## src/hw/rtl/kmc_pkg.sv

```systemverilog
package kmc_pkg;

  localparam int MAX_POINTS   = 1024;
  localparam int MAX_CLUSTERS = 16;
  localparam int COORD_W      = 16;
  localparam int PT_AW        = 10;
  localparam int CL_AW        = 4;
  localparam int CNT_W        = 11;
  localparam int SUM_W        = 26;
  localparam int SQ_W         = 2 * COORD_W;
  localparam int DIST_W       = SQ_W + 1;
  localparam int CFG_AW       = 4;

  typedef enum logic [2:0] {
    CMD_LDC = 3'd0,
    CMD_LDP = 3'd1,
    CMD_RUN = 3'd2,
    CMD_RDL = 3'd3,
    CMD_RDC = 3'd4
  } kmc_cmd_t;

  typedef enum logic [1:0] {
    REG_NCL = 2'd0,
    REG_MAXIT = 2'd1,
    REG_THR = 2'd2
  } kmc_reg_t;

  typedef enum logic [3:0] {
    ST_CLEAR,
    ST_IDLE,
    ST_LBL,
    ST_ITER,
    ST_PRD,
    ST_ISSUE,
    ST_DRAIN,
    ST_UPD,
    ST_DIVX,
    ST_DIVY,
    ST_FIN
  } kmc_state_t;

  typedef struct packed {
    logic              vld;
    logic              last;
    logic [CL_AW-1:0]  cid;
    logic [SQ_W-1:0]   sqx;
    logic [SQ_W-1:0]   sqy;
  } kmc_dres_t;

endpackage

```

## src/hw/rtl/kmc_dist.sv

```systemverilog
module kmc_dist import kmc_pkg::*; (
  input  logic                      clk,
  input  logic                      rst_n,
  input  logic                      issue_vld,
  input  logic                      issue_last,
  input  logic [CL_AW-1:0]          issue_cid,
  input  logic signed [COORD_W-1:0] px,
  input  logic signed [COORD_W-1:0] py,
  input  logic signed [COORD_W-1:0] cx,
  input  logic signed [COORD_W-1:0] cy,
  output kmc_dres_t                 res
);

  logic                 s1_vld_r, s1_last_r;
  logic [CL_AW-1:0]     s1_cid_r;
  logic [COORD_W-1:0]   adx_r, ady_r;
  logic                 s2_vld_r, s2_last_r;
  logic [CL_AW-1:0]     s2_cid_r;
  logic [SQ_W-1:0]      sqx_r, sqy_r;
  logic signed [COORD_W:0] difx, dify;
  logic [COORD_W:0]     absx, absy;

  assign difx = {px[COORD_W-1], px} - {cx[COORD_W-1], cx};
  assign dify = {py[COORD_W-1], py} - {cy[COORD_W-1], cy};
  assign absx = difx[COORD_W] ? -difx : difx;
  assign absy = dify[COORD_W] ? -dify : dify;

  always_ff @(posedge clk) begin
    if (!rst_n) begin
      s1_vld_r <= 1'b0;
      s2_vld_r <= 1'b0;
    end else begin
      s1_vld_r <= issue_vld;
      s2_vld_r <= s1_vld_r;
    end
  end

  always_ff @(posedge clk) begin
    s1_last_r <= issue_last;
    s1_cid_r  <= issue_cid;
    adx_r     <= absx[COORD_W-1:0];
    ady_r     <= absy[COORD_W-1:0];
    s2_last_r <= s1_last_r;
    s2_cid_r  <= s1_cid_r;
    sqx_r     <= adx_r * adx_r;
    sqy_r     <= ady_r * ady_r;
  end

  assign res.vld  = s2_vld_r;
  assign res.last = s2_last_r;
  assign res.cid  = s2_cid_r;
  assign res.sqx  = sqx_r;
  assign res.sqy  = sqy_r;

endmodule

```

## config.mk

```make
export PLATFORM = sky130hd
export DESIGN_NAME = kmc_dist
export DESIGN_NICKNAME = d
export VERILOG_FILES = /design/src/hw/rtl/kmc_pkg.sv /design/src/hw/rtl/kmc_dist.sv
export SDC_FILE = /design/constraint.sdc
export NUM_CORES = 1
export LEC_CHECK = 0
export BUFFER_PORTS_ARGS = -buffer_cell sky130_fd_sc_hd__buf_2
export CORE_ASPECT_RATIO = 1.2
export CORE_MARGIN = 3
export CORE_UTILIZATION = 55
export DETAILED_ROUTE_END_ITERATION = 12
export PLACE_DENSITY = 0.74
export RECOVER_POWER = 25
export SYNTH_ARGS = -nofsm -noshare
export SYNTH_HDL_FRONTEND = slang
export SYNTH_SLANG_ARGS = --single-unit
export TNS_END_PERCENT = 50
```

## constraint.sdc

```tcl
create_clock -name clk -period 9.8 [get_ports clk]
set_clock_uncertainty 0.2 [all_clocks]
set_input_delay 0.49 -clock clk [delete_from_list [all_inputs] [get_ports clk]]
set_output_delay 0.49 -clock clk [all_outputs]
set_load 0.05 [all_outputs]
```

* After elaboration in Yosys (flattened, before gate mapping) *
Index checks and enable logic that the tools add are counted.

operators by class
  $add $sub $neg = 4
  mux-type cells = 2
  $mul = 2

operators with widths
  kind            count
  $mul 16x16->32  2
  $sub 16x16->17  2
  $mux 16         2
  $neg 16->16     2

word-level totals
  register bits = 108
  input port bits = 72
  logic and storage cells = 18
  output and inout bits = 70

* Logic depth before layout (Yosys ltp) *
  depth after elaboration = 3
  gate-level depth with buffers = 25
  mapped depth without buffers = 24

* Worst setup path before layout *
OpenSTA, ideal clock, no wires.

  path type = register -> register
  start = reg adx_r[9]
  end = reg sqx_r[31]
  required time = 9528 ps
  setup slack = 2999 ps
  arrival time = 6529 ps
  buffers on the path = 1
  period minus slack after synthesis = 6801 ps
  cell stages (with the launch flop) = 25
  library setup time = 72 ps
  path through = dfxtp_1 clkbuf_1 and2_1 inv_1 fa_1 inv_1 fa_1 inv_1 fa_1 inv_1 fa_1 fa_1 inv_1 fa_1 inv_1 ha_1 a2111oi_0 o21ai_0 a31o_2 a21o_1 a221oi_1 o311ai_0 a221o_1 a21oi_1 xnor2_1

between the ends
  cells in the longest elaborated chain, start to end = 1

RTL lines
  what                      RTL line        source
  start: declaration        kmc_dist.sv:16  logic [COORD_W-1:0] adx_r, ady_r;
  start signal: assignment  kmc_dist.sv:41  adx_r <= absx[COORD_W-1:0];
  $mul 16x16->32            kmc_dist.sv:45  sqx_r <= adx_r * adx_r;
  end signal: assignment    kmc_dist.sv:45
  end: declaration          kmc_dist.sv:19  logic [SQ_W-1:0] sqx_r, sqy_r;

Every way passes these cells.
A chain may end at the register's enable or synchronous reset.

* Worst setup path after layout *
  start = reg adx_r[13]
  end = reg sqx_r[31]

Same word-level chain as after synthesis.

==> metrics <==
leading area contributor after synthesis fa_1; Area after DPL 20,000 um2; Max-Cap Viols 0; vias in the first global route 15,000; final number of hold-violating endpoints 0; RSZ-0062 raised after global routing no; #FFs+latches synth 106; first-pass GRT wire length 67,700 um; Area growth, synth to finish 7.27%; Die Y 209 um; ant diodes 0; dominant synthesized flop cell dfxtp_1; CTS Root Cell clkbuf_16; top-count cell post-synth inv_1; largest net degree at the start of global routing 21; list of most frequent post-synthesis cells 548 x inv_1, 326 x fa_1, 237 x ha_1; Critical Path RT 9.90 ns; Hold WC Path Type in2reg; Slew Viols, Final 0; Core ar. 33,500 um2; die area 36,600 um2; # IOs 142; DR iter-0 viols 626; Syn. warnings 0; outcome finished, final reports clean; TNS Setup 0 ns; Synth area leaders fa_1 35%, ha_1 16%, dfxtp_1 11%, inv_1 11%, nand2_1 4.0%; Cells after Synth 2,114; DR vias/cell 5.19; H-tree depth 3; CTS tree done; startpoint types register; drt first pass iters 5; hpwl dp 33,600 um; clk sinks 106; # hold bufs at CTS 3; slew margin rel. 0.369; period utilisation layout 0.787; Worst-Skew Late Latency 0.37 ns; Cell Area, Synth 18,900 um2; final WL 39,100 um; final net count 2,856; Final ANT Viol Nets 0; GR Util All Layers 0.225; worst-margin pin slew 0.933 ns; syn_area_per_cell 8.94 um2; Worst-path clk slew 0.08 ns; Hold Crit Depth 1; Port Buffers 139; DR DRC count 0; CP Capture Type register; crit path max fanout 15; fin crit period 7.72 ns; Crit Path Category reg2reg; Core Rows 73; post-placement cell count 2,657; vias 13,900; critical path arrival 7.82 ns; Synth async-reset ratio 0; final RePlAce weighted congestion 0.968; Post-synth EDFFs 0; Unique masters post-synth 62; share of the synthesized area in the top cell type 0.345; Finished Cell Area 20,300 um2; layout cell share with drive strength beyond 1 0.0728; Clock Tree Buf Depth 2; GRT overflow 0; Seq/Total Area, Yosys 0.112; drt wl/cell 14.6 um; initial antenna violation count 0; fmax 130 MHz; Final setup viols 0; Final Non-Filler Cells 2,676; CTS resizes 0; Num CTS Buffers 9; post-CTS setup buffers 0; width of the die 175 um; Initial Util 0.564; Worst Reg2Reg Path Length in Cells 22
==> metal layers <==
layer  track usage  vias to the layer above  routed length [um]
met3        0.0205                       82                1400
li1              -                     6671                   -
met5             0                        -                   0
met1         0.256                     6833               15500
met2         0.433                      315               20900
met4        0.0793                        0                1300
==> stage by stage <==
stage	util	hold WS, ns	setup WS, ns
final	0.605	0.0187	2.08
after global routing	0.605	0.0105	1.71
after CTS	0.606	0.00385	2.08
after detailed placement	0.596	0.113	2.11
after global placement	0.596	0.110	2.35
after floorplan	-	0.110	3.00
==> critical path, cell delays in order (launching register included) <==
cell,delay (ns)
dfxtp_1,0.70
inv_1,0.26
nor2_1,0.21
ha_1,0.28
xor2_1,0.19
fa_1,0.54
inv_1,0.06
fa_1,0.49
fa_1,0.50
fa_1,0.50
inv_1,0.06
fa_1,0.48
inv_1,0.05
ha_1,0.37
a2111oi_0,0.47
o21ai_0,0.20
a31o_2,0.29
a21o_1,0.19
a221oi_1,0.59
o311ai_0,0.37
a221o_1,0.37
a21oi_1,0.17
xnor2_1,0.13
==> placed cells by master (no fill, tap or decap), types with 35 or more instances in the layout <==
cell type  Yosys  layout
fa_1         326     326
xor2_1        35      35
nand2_1      201     201
inv_1        548     548
dfxtp_1      106     106
xnor2_1       80      80
buf_2          0     114
o21ai_0       47      47
a21oi_1       64      64
and2_1        88      87
nor2_1        77      77
ha_1         237     237
==> area by class of cell <==
cell class	instances	area, um2
Clock buffer	10	239
Clock inverter	6	61.3
Fill cell	2987	13300
Inverter	548	2060
Multi-Input combinational cell	1413	14500
Sequential cell	106	2120
Tap cell	450	563
Timing Repair Buffer	143	702
==> cells by family (layout without fill, tap and decap cells) <==
family	after synthesis	count (layout)	synth area share
compound gates	240	240	0.0841
xor+xnor	115	115	0.0533
fa+ha+maj	563	563	0.502
other cells	1	2	0.000198
flops	106	106	0.112
mux	7	7	0.00391
buf+inv	596	707	0.119
simple gates	486	486	0.125
==> path summary, 6_finish.rpt <==
path,endpoint,slack [ns],start
hold reg to reg,s2_cid_r[2]$_DFF_P_,0.13,s1_cid_r[2]$_DFF_P_
hold / removal,s1_cid_r[3]$_DFF_P_,0.02,issue_cid[3]
setup reg to reg,sqx_r[31]$_DFF_P_,2.08,adx_r[13]$_DFF_P_
setup / recovery,sqx_r[31]$_DFF_P_,2.08,adx_r[13]$_DFF_P_
==> state kept, by name, summed over array words and instances, names as in the netlist <==
register,count
s2_last_r,1
sqx_r,31
adx_r,16
ady_r,16
sqy_r,31
s1_last_r,1
s2_cid_r,4
s2_vld_r,1
s1_vld_r,1
s1_cid_r,4
Power is left out: the tool's default activity adds up to more than one toggle a clock period on the data nets, which glitch-free logic cannot reach.
