File: src/hw/rtl/kmc_pkg.sv
package kmc_pkg;

  localparam int MAX_POINTS   = 1024;
  localparam int MAX_CLUSTERS = 16;
  localparam int COORD_W      = 16;
  localparam int PT_AW        = 10;
  localparam int CL_AW        = 4;
  localparam int CNT_W        = 11;
  localparam int SUM_W        = 26;
  localparam int SQ_W         = 2 * COORD_W;
  localparam int DIST_W       = SQ_W + 1;
  localparam int CFG_AW       = 4;

  typedef enum logic [2:0] {
    CMD_LDC = 3'd0,
    CMD_LDP = 3'd1,
    CMD_RUN = 3'd2,
    CMD_RDL = 3'd3,
    CMD_RDC = 3'd4
  } kmc_cmd_t;

  typedef enum logic [1:0] {
    REG_NCL = 2'd0,
    REG_MAXIT = 2'd1,
    REG_THR = 2'd2
  } kmc_reg_t;

  typedef enum logic [3:0] {
    ST_CLEAR,
    ST_IDLE,
    ST_LBL,
    ST_ITER,
    ST_PRD,
    ST_ISSUE,
    ST_DRAIN,
    ST_UPD,
    ST_DIVX,
    ST_DIVY,
    ST_FIN
  } kmc_state_t;

  typedef struct packed {
    logic              vld;
    logic              last;
    logic [CL_AW-1:0]  cid;
    logic [SQ_W-1:0]   sqx;
    logic [SQ_W-1:0]   sqy;
  } kmc_dres_t;

endpackage

File: src/hw/rtl/kmc_div.sv
module kmc_div import kmc_pkg::*; (
  input  logic             clk,
  input  logic             rst_n,
  input  logic             start,
  input  logic [SUM_W-1:0] dividend,
  input  logic [CNT_W-1:0] divisor,
  output logic             done,
  output logic [SUM_W-1:0] quotient
);

  localparam int STEP_W = $clog2(SUM_W + 1);

  logic [CNT_W-1:0]  rem_r;
  logic [SUM_W-1:0]  quo_r;
  logic [CNT_W-1:0]  dvs_r;
  logic [STEP_W-1:0] step_r;
  logic              busy_r;
  logic              done_r;
  logic [CNT_W:0]    rem_sh;
  logic              ge;
  logic [CNT_W:0]    rem_sub;

  assign rem_sh  = {rem_r, quo_r[SUM_W-1]};
  assign ge      = rem_sh >= {1'b0, dvs_r};
  assign rem_sub = rem_sh - {1'b0, dvs_r};

  always_ff @(posedge clk) begin
    if (!rst_n) begin
      busy_r <= 1'b0;
      done_r <= 1'b0;
      step_r <= '0;
    end else begin
      done_r <= 1'b0;
      if (start) begin
        busy_r <= 1'b1;
        step_r <= '0;
      end else if (busy_r) begin
        step_r <= step_r + 1'b1;
        if (step_r == STEP_W'(SUM_W - 1)) begin
          busy_r <= 1'b0;
          done_r <= 1'b1;
        end
      end
    end
  end

  always_ff @(posedge clk) begin
    if (start) begin
      rem_r <= '0;
      quo_r <= dividend;
      dvs_r <= divisor;
    end else if (busy_r) begin
      rem_r <= ge ? rem_sub[CNT_W-1:0] : rem_sh[CNT_W-1:0];
      quo_r <= {quo_r[SUM_W-2:0], ge};
    end
  end

  assign done     = done_r;
  assign quotient = quo_r;

endmodule

File: config.mk
export PLATFORM = sky130hd
export DESIGN_NAME = kmc_div
export DESIGN_NICKNAME = d
export VERILOG_FILES = /design/src/hw/rtl/kmc_pkg.sv /design/src/hw/rtl/kmc_div.sv
export SDC_FILE = /design/constraint.sdc
export NUM_CORES = 1
export LEC_CHECK = 0
export BUFFER_PORTS_ARGS = -buffer_cell sky130_fd_sc_hd__clkbuf_2
export CELL_PAD_IN_SITES_DETAIL_PLACEMENT = 0
export CELL_PAD_IN_SITES_GLOBAL_PLACEMENT = 1
export CORE_ASPECT_RATIO = 1.2
export CORE_MARGIN = 5
export CORE_UTILIZATION = 42
export DETAILED_ROUTE_END_ITERATION = 6
export PLACE_DENSITY = 0.87
export SYNTH_ARGS = -nofsm -noshare
export SYNTH_HDL_FRONTEND = slang
export SYNTH_SLANG_ARGS = --single-unit
File: constraint.sdc
create_clock -name clk -period 3.05 [get_ports clk]
set_input_delay 0.4575 -clock clk [delete_from_list [all_inputs] [get_ports clk]]
set_output_delay 0.4575 -clock clk [all_outputs]
set_load 0.01 [all_outputs]
-- Yosys cells after proc, flatten, opt, wreduce, memory -nomap -nowiden
Cells that the tools add are included.
- register bits after elaboration: 55
- bits of input ports: 40
- output and inout port bits: 27
- word-level logic and storage cells: 22
- add/subtract/negate cells: 2
- order comparisons: 1
- equal/unequal tests: 1
- multiplexer cells: 7
- bitwise gates (word level): 2
- reductions and logical operators: 3
- operators with widths (operator ; count):
    $mux W26 ; 2
    $ge A12 B11 Y1 ; 1
    $mux W11 ; 1
    $sub A11 B11 Y11 ; 1
    $add A5 B1 Y5 const B ; 1
    $eq A5 B5 Y1 const B ; 1
    $mux W1 ; 4
    $reduce_or A3 Y1 ; 1
    $not A1 Y1 ; 2
    $reduce_bool A2 Y1 ; 1
    $reduce_or A2 Y1 ; 1

-- Logic depth before layout (Yosys ltp)
- depth in word-level cells: 4
- depth in mapped cells: 10
- mapped depth without buffers: 9

-- Least setup slack after synthesis
No wires, ideal clock.
- kind: register to register
- start point: register quo_r[25] (netlist: quotient[25])
- end point: register rem_r[8]
- data arrival time: 2.231 ns
- data required time: 2.912 ns
- path slack: 0.681 ns
- stages on the path, launching flop included: 11
- buffers on the path: 1
- path through: edfxtp_1 -> inv_1 -> ha_1 -> fa_1 -> nor2b_1 -> o31a_1 -> o21ai_2 -> o21ai_2 -> buf_8 -> mux2i_1 -> a211oi_2
- cells in the longest elaborated chain, start to end: 2
- elaborated cells on any way between the ends: 3
- ends and longest elaborated chain (element ; line ; text):
    start: declaration ; kmc_div.sv:14 ; logic [SUM_W-1:0] quo_r;
    start signal: assignment ; kmc_div.sv:50 ; quo_r <= dividend;
    start signal: assignment ; kmc_div.sv:54 ; quo_r <= {quo_r[SUM_W-2:0], ge};
    $sub A11 B11 Y11 or $ge A12 B11 Y1 (tied branches) ; kmc_div.sv:25, kmc_div.sv:24 ;
    $mux W11 (*) ; kmc_div.sv:53 ; rem_r <= ge ? rem_sub[CNT_W-1:0] : rem_sh[CNT_W-1:0];
    end signal: assignment ; kmc_div.sv:53 ;
    end: declaration ; kmc_div.sv:13 ; logic [CNT_W-1:0] rem_r;
Mark *: on every way between the ends. The rest lies on a longest branch, timed or not.
A chain may end at the register's enable or synchronous reset.

-- Worst setup path after layout
- start point: register quo_r[25] (netlist: quotient[25])
- end point: register rem_r[10]
Same word-level chain as after synthesis.

==> flow_summary_export.csv <==
group,metric,value,unit
placed_design,numPortBuffers,66,
yosys,ys_seq_area_share,52.3,%
cells_and_area,nets,356,
global_route,grt_overflow,0,
routing,viasPerCell,5.15,
setup_path,endpoint_kind,"register",
pwr,ir_worst_vdd,0.357,mV
timing,slew_headroom,69.7,%
setup_path,crit_required,3.27,ns
global_route,grt_antenna_before_repair,0,
yosys,async_flop_share,0,%
routing,firstDrtPassIters,4,
timing,setup_viol,0,
yosys,yosysTopAreaCell,"edfxtp_1",
yosys,yosys_register_bits,55,
timing,worst_pin_slew,0.453,ns
yosys,ys.flop_type,"edfxtp_1",
clocking,post_cts.repair.setup_buffers,0,
routing,drc,0,
yosys,synth.top_cells.by_count,"edfxtp_1 (37), mux2_2 (26), dfxtp_1 (18), nor2_1 (18), inv_1 (17)",
setup_path,crit_start,"quotient[25]",
yosys,synth_area_leaders,"edfxtp_1 (40%), dfxtp_1 (13%), mux2_2 (10%)",
clocking,htreeDepth,2,
yosys,synth.most_common_cell,"edfxtp_1",
pwr,switching_share,29.5,%
setup_path,crit_end,"rem_r[10]",
timing,hold_viol,0,
floorplanning,die_h,99.6,um
timing,fmax,420,MHz
yosys,syn-cell-area,2810,sq um
setup_path,crit_type,"register to register",
yosys,synth.distinct_cells,44,
timing,period_minus_slack,2.38,ns
setup_path,critPathBufInv,2,
setup_path,slowest_delay,0.41,ns
pwr,p_comb_share,23.9,%
clocking,cts_tree,"built",
routing,ant_nets,0,
placed_design,place_congestion,0.826,
global_route,gr-usage-all-layers,14.1,%
outcome,status,"finished clean",
routing,routedWlPerCell,14.3,um
setup_path,critical_path.slowest_cell,"fa_1",
cells_and_area,syn2layout_area_growth,18.2,%
yosys,synth_edf_count,37,
routing,vias,1998,
floorplanning,dieWidth,84.7,um
setup_path,critical_path.max_fanout,15,
floorplanning,rows,32,
yosys,synthesis.instances,233,
floorplanning,io_pins,67,
setup_path,path_delay_family,"compound AO/OA/AOI/OAI gates",
pwr,power.density,527,nW/um^2
cells_and_area,nFillCells,585,
clocking,clkSinkCount,55,
global_route,grt_start_max_net_pins,36,
floorplanning,start_util,43.4,%
setup_path,start_kind,"register",
pwr,p_sw,516,uW
clocking,clockRootBuffer,"clkbuf_8",
clocking,clk_path_buf_depth,2,
yosys,syn_nets,287,
timing,slew_violations,0,
timing,rsz0062_at_grt,"no",
hold_path,hold_path_class,"input pin to register",
floorplanning,dieArea,8440,sq um
yosys,yosysWarnings,0,
clocking,cts_buffers,5,
pwr,total_power,1750,uW
global_route,grt_first_pass_wirelength,9.72,mm
yosys,synth_top_area_share,39.5,%
pwr,power_frac_clock,23.9,%
setup_path,reg2reg_from,"quotient[25]",
run,maxCapViolCount,0,
routing,drt_wl_total,5.56,mm
timing,skew,0.00895,ns
clocking,clk_latency,0.31,ns
pwr,seqPwrFrac,52.2,%
timing,post-route-period-util,78.1,%
setup_path,rrSetupSlack,0.67,ns
floorplanning,core_area,6490,sq um
routing,drtIter0Drc,91,
setup_path,r2r-end,"rem_r[10]",
cells_and_area,diodes,0,
cells_and_area,postLayoutCoreUtil,51.3,%
placed_design,place_area,3230,sq um
setup_path,cpMostUsedCell,"o21ai_2",
pwr,p_int,1240,uW
placed_design,post-place-ws,0.697,ns
clocking,cts_resized,0,
placed_design,hpwl,4.22,mm
setup_path,crit_chain,"inv_1, ha_1, fa_1, nor2b_1, o31a_1, o21ai_2, o21ai_2, buf_4, o31ai_1, a311oi_1",
cells_and_area,design_area,3330,sq um
timing,timing.final.ws_setup,0.669,ns
timing,setup_tns,0,ns
clocking,cts.clk_slew.worst_paths,0.10,ns
setup_path,worstPathArrival,2.60,ns
setup_path,cp.depth,10,
yosys,syn_avg_cell_area,12.1,sq um
setup_path,r2r_cells,10,
pwr,p_leak,0.00139,uW
global_route,grt_pass1_vias,2152,
cells_and_area,drive_gt1_share,38.0,%
clocking,postCtsHoldBufs,0,
[layout by cell type (no fill, tap or decap), types with 3 or more instances in the layout]
| cell type | instances |
|---|---|
| edfxtp_1 | 37 |
| a211oi_1 | 6 |
| mux2i_1 | 5 |
| dfxtp_1 | 18 |
| xnor2_1 | 6 |
| nor2b_1 | 3 |
| nor3_1 | 3 |
| nor2_1 | 18 |
| ha_1 | 13 |
| nand4_1 | 3 |
| clkbuf_8 | 5 |
| nand2_1 | 10 |
| xor2_1 | 3 |
| o211ai_1 | 3 |
| clkbuf_2 | 66 |
| nand2b_1 | 5 |
| nand3_1 | 3 |
| o21ai_0 | 7 |
| mux2_2 | 26 |
| a21oi_1 | 8 |
| buf_4 | 5 |
| inv_1 | 17 |
[layout make-up]
class	instances	area, sq um	share of cell area (%)
flip-flops and latches	55	1470	44.2
well taps	85	106	3.20
clock inverters	3	22.5	0.677
repair buffers	71	368	11.1
clock buffers	5	68.8	2.07
multi-input cells	152	1220	36.8
inverters	17	63.8	1.92
[worst register-to-register path, delay by kind of cell (launching register included)]
| family | cells | cell delay [ns] |
|---|---|---|
| AOI/OAI and AO/OA | 5 | 0.82 |
| and+or+nand+nor | 1 | 0.16 |
| DFF | 1 | 0.39 |
| buffers and inverters | 2 | 0.29 |
| adders and majority gates | 2 | 0.63 |
[cell families after synthesis]
kind of cell	count (synthesis)	synth area share (%)
muxes	31	12.2
buffers and inverters	26	4.14
DFF	55	52.3
and+or+nand+nor	55	10.5
xor gates and xnor gates	9	2.80
AOI/OAI and AO/OA	43	11.5
adders and majority gates	14	6.49
[metal layers]
layer  vias to the layer above  global-route usage [%]  wire length (um)
li1                       1007                       -                 -
met1                       917                    16.6              2310
met2                        61                    23.7              2740
met3                        13                    5.14               406
met4                         0                    4.63               108
met5                         -                       0                 0
[power groups by stage]
stage | registers [uW] | logic (uW) | clock network (uW)
global placement | 930 | 418 | 0
CTS | 916 | 425 | 436
finish | 914 | 419 | 418
detailed placement | 930 | 424 | 0
floorplan | 941 | 286 | 0
global route | 925 | 468 | 467
[registers in the layout, summed over array words and instances (netlist names)]
register,cells
quotient,26
dvs_r,11
rem_r,11
step_r,5
busy_r,1
done,1
[worst min path at each step]
stage                     startpoint   endpoint  slack, ns  cells past startpoint
after floorplan             rem_r[4]   rem_r[4]       0.47                      2
after global placement     step_r[1]  step_r[1]       0.50                      2
after detailed placement   step_r[4]  step_r[4]       0.51                      2
after CTS                 divisor[4]   dvs_r[4]       0.30                      1
after global routing      divisor[2]   dvs_r[2]       0.30                      1
final                     divisor[0]   dvs_r[0]       0.32                      1
[per-stage QoR]
step                      std cells  hold slack [ns]
after floorplan                 233            0.474
after global placement          380            0.498
after detailed placement        380            0.508
after CTS                       388            0.300
after global routing            388            0.299
final                           388            0.316
No activity file was read; power rests on OpenSTA's default activity.
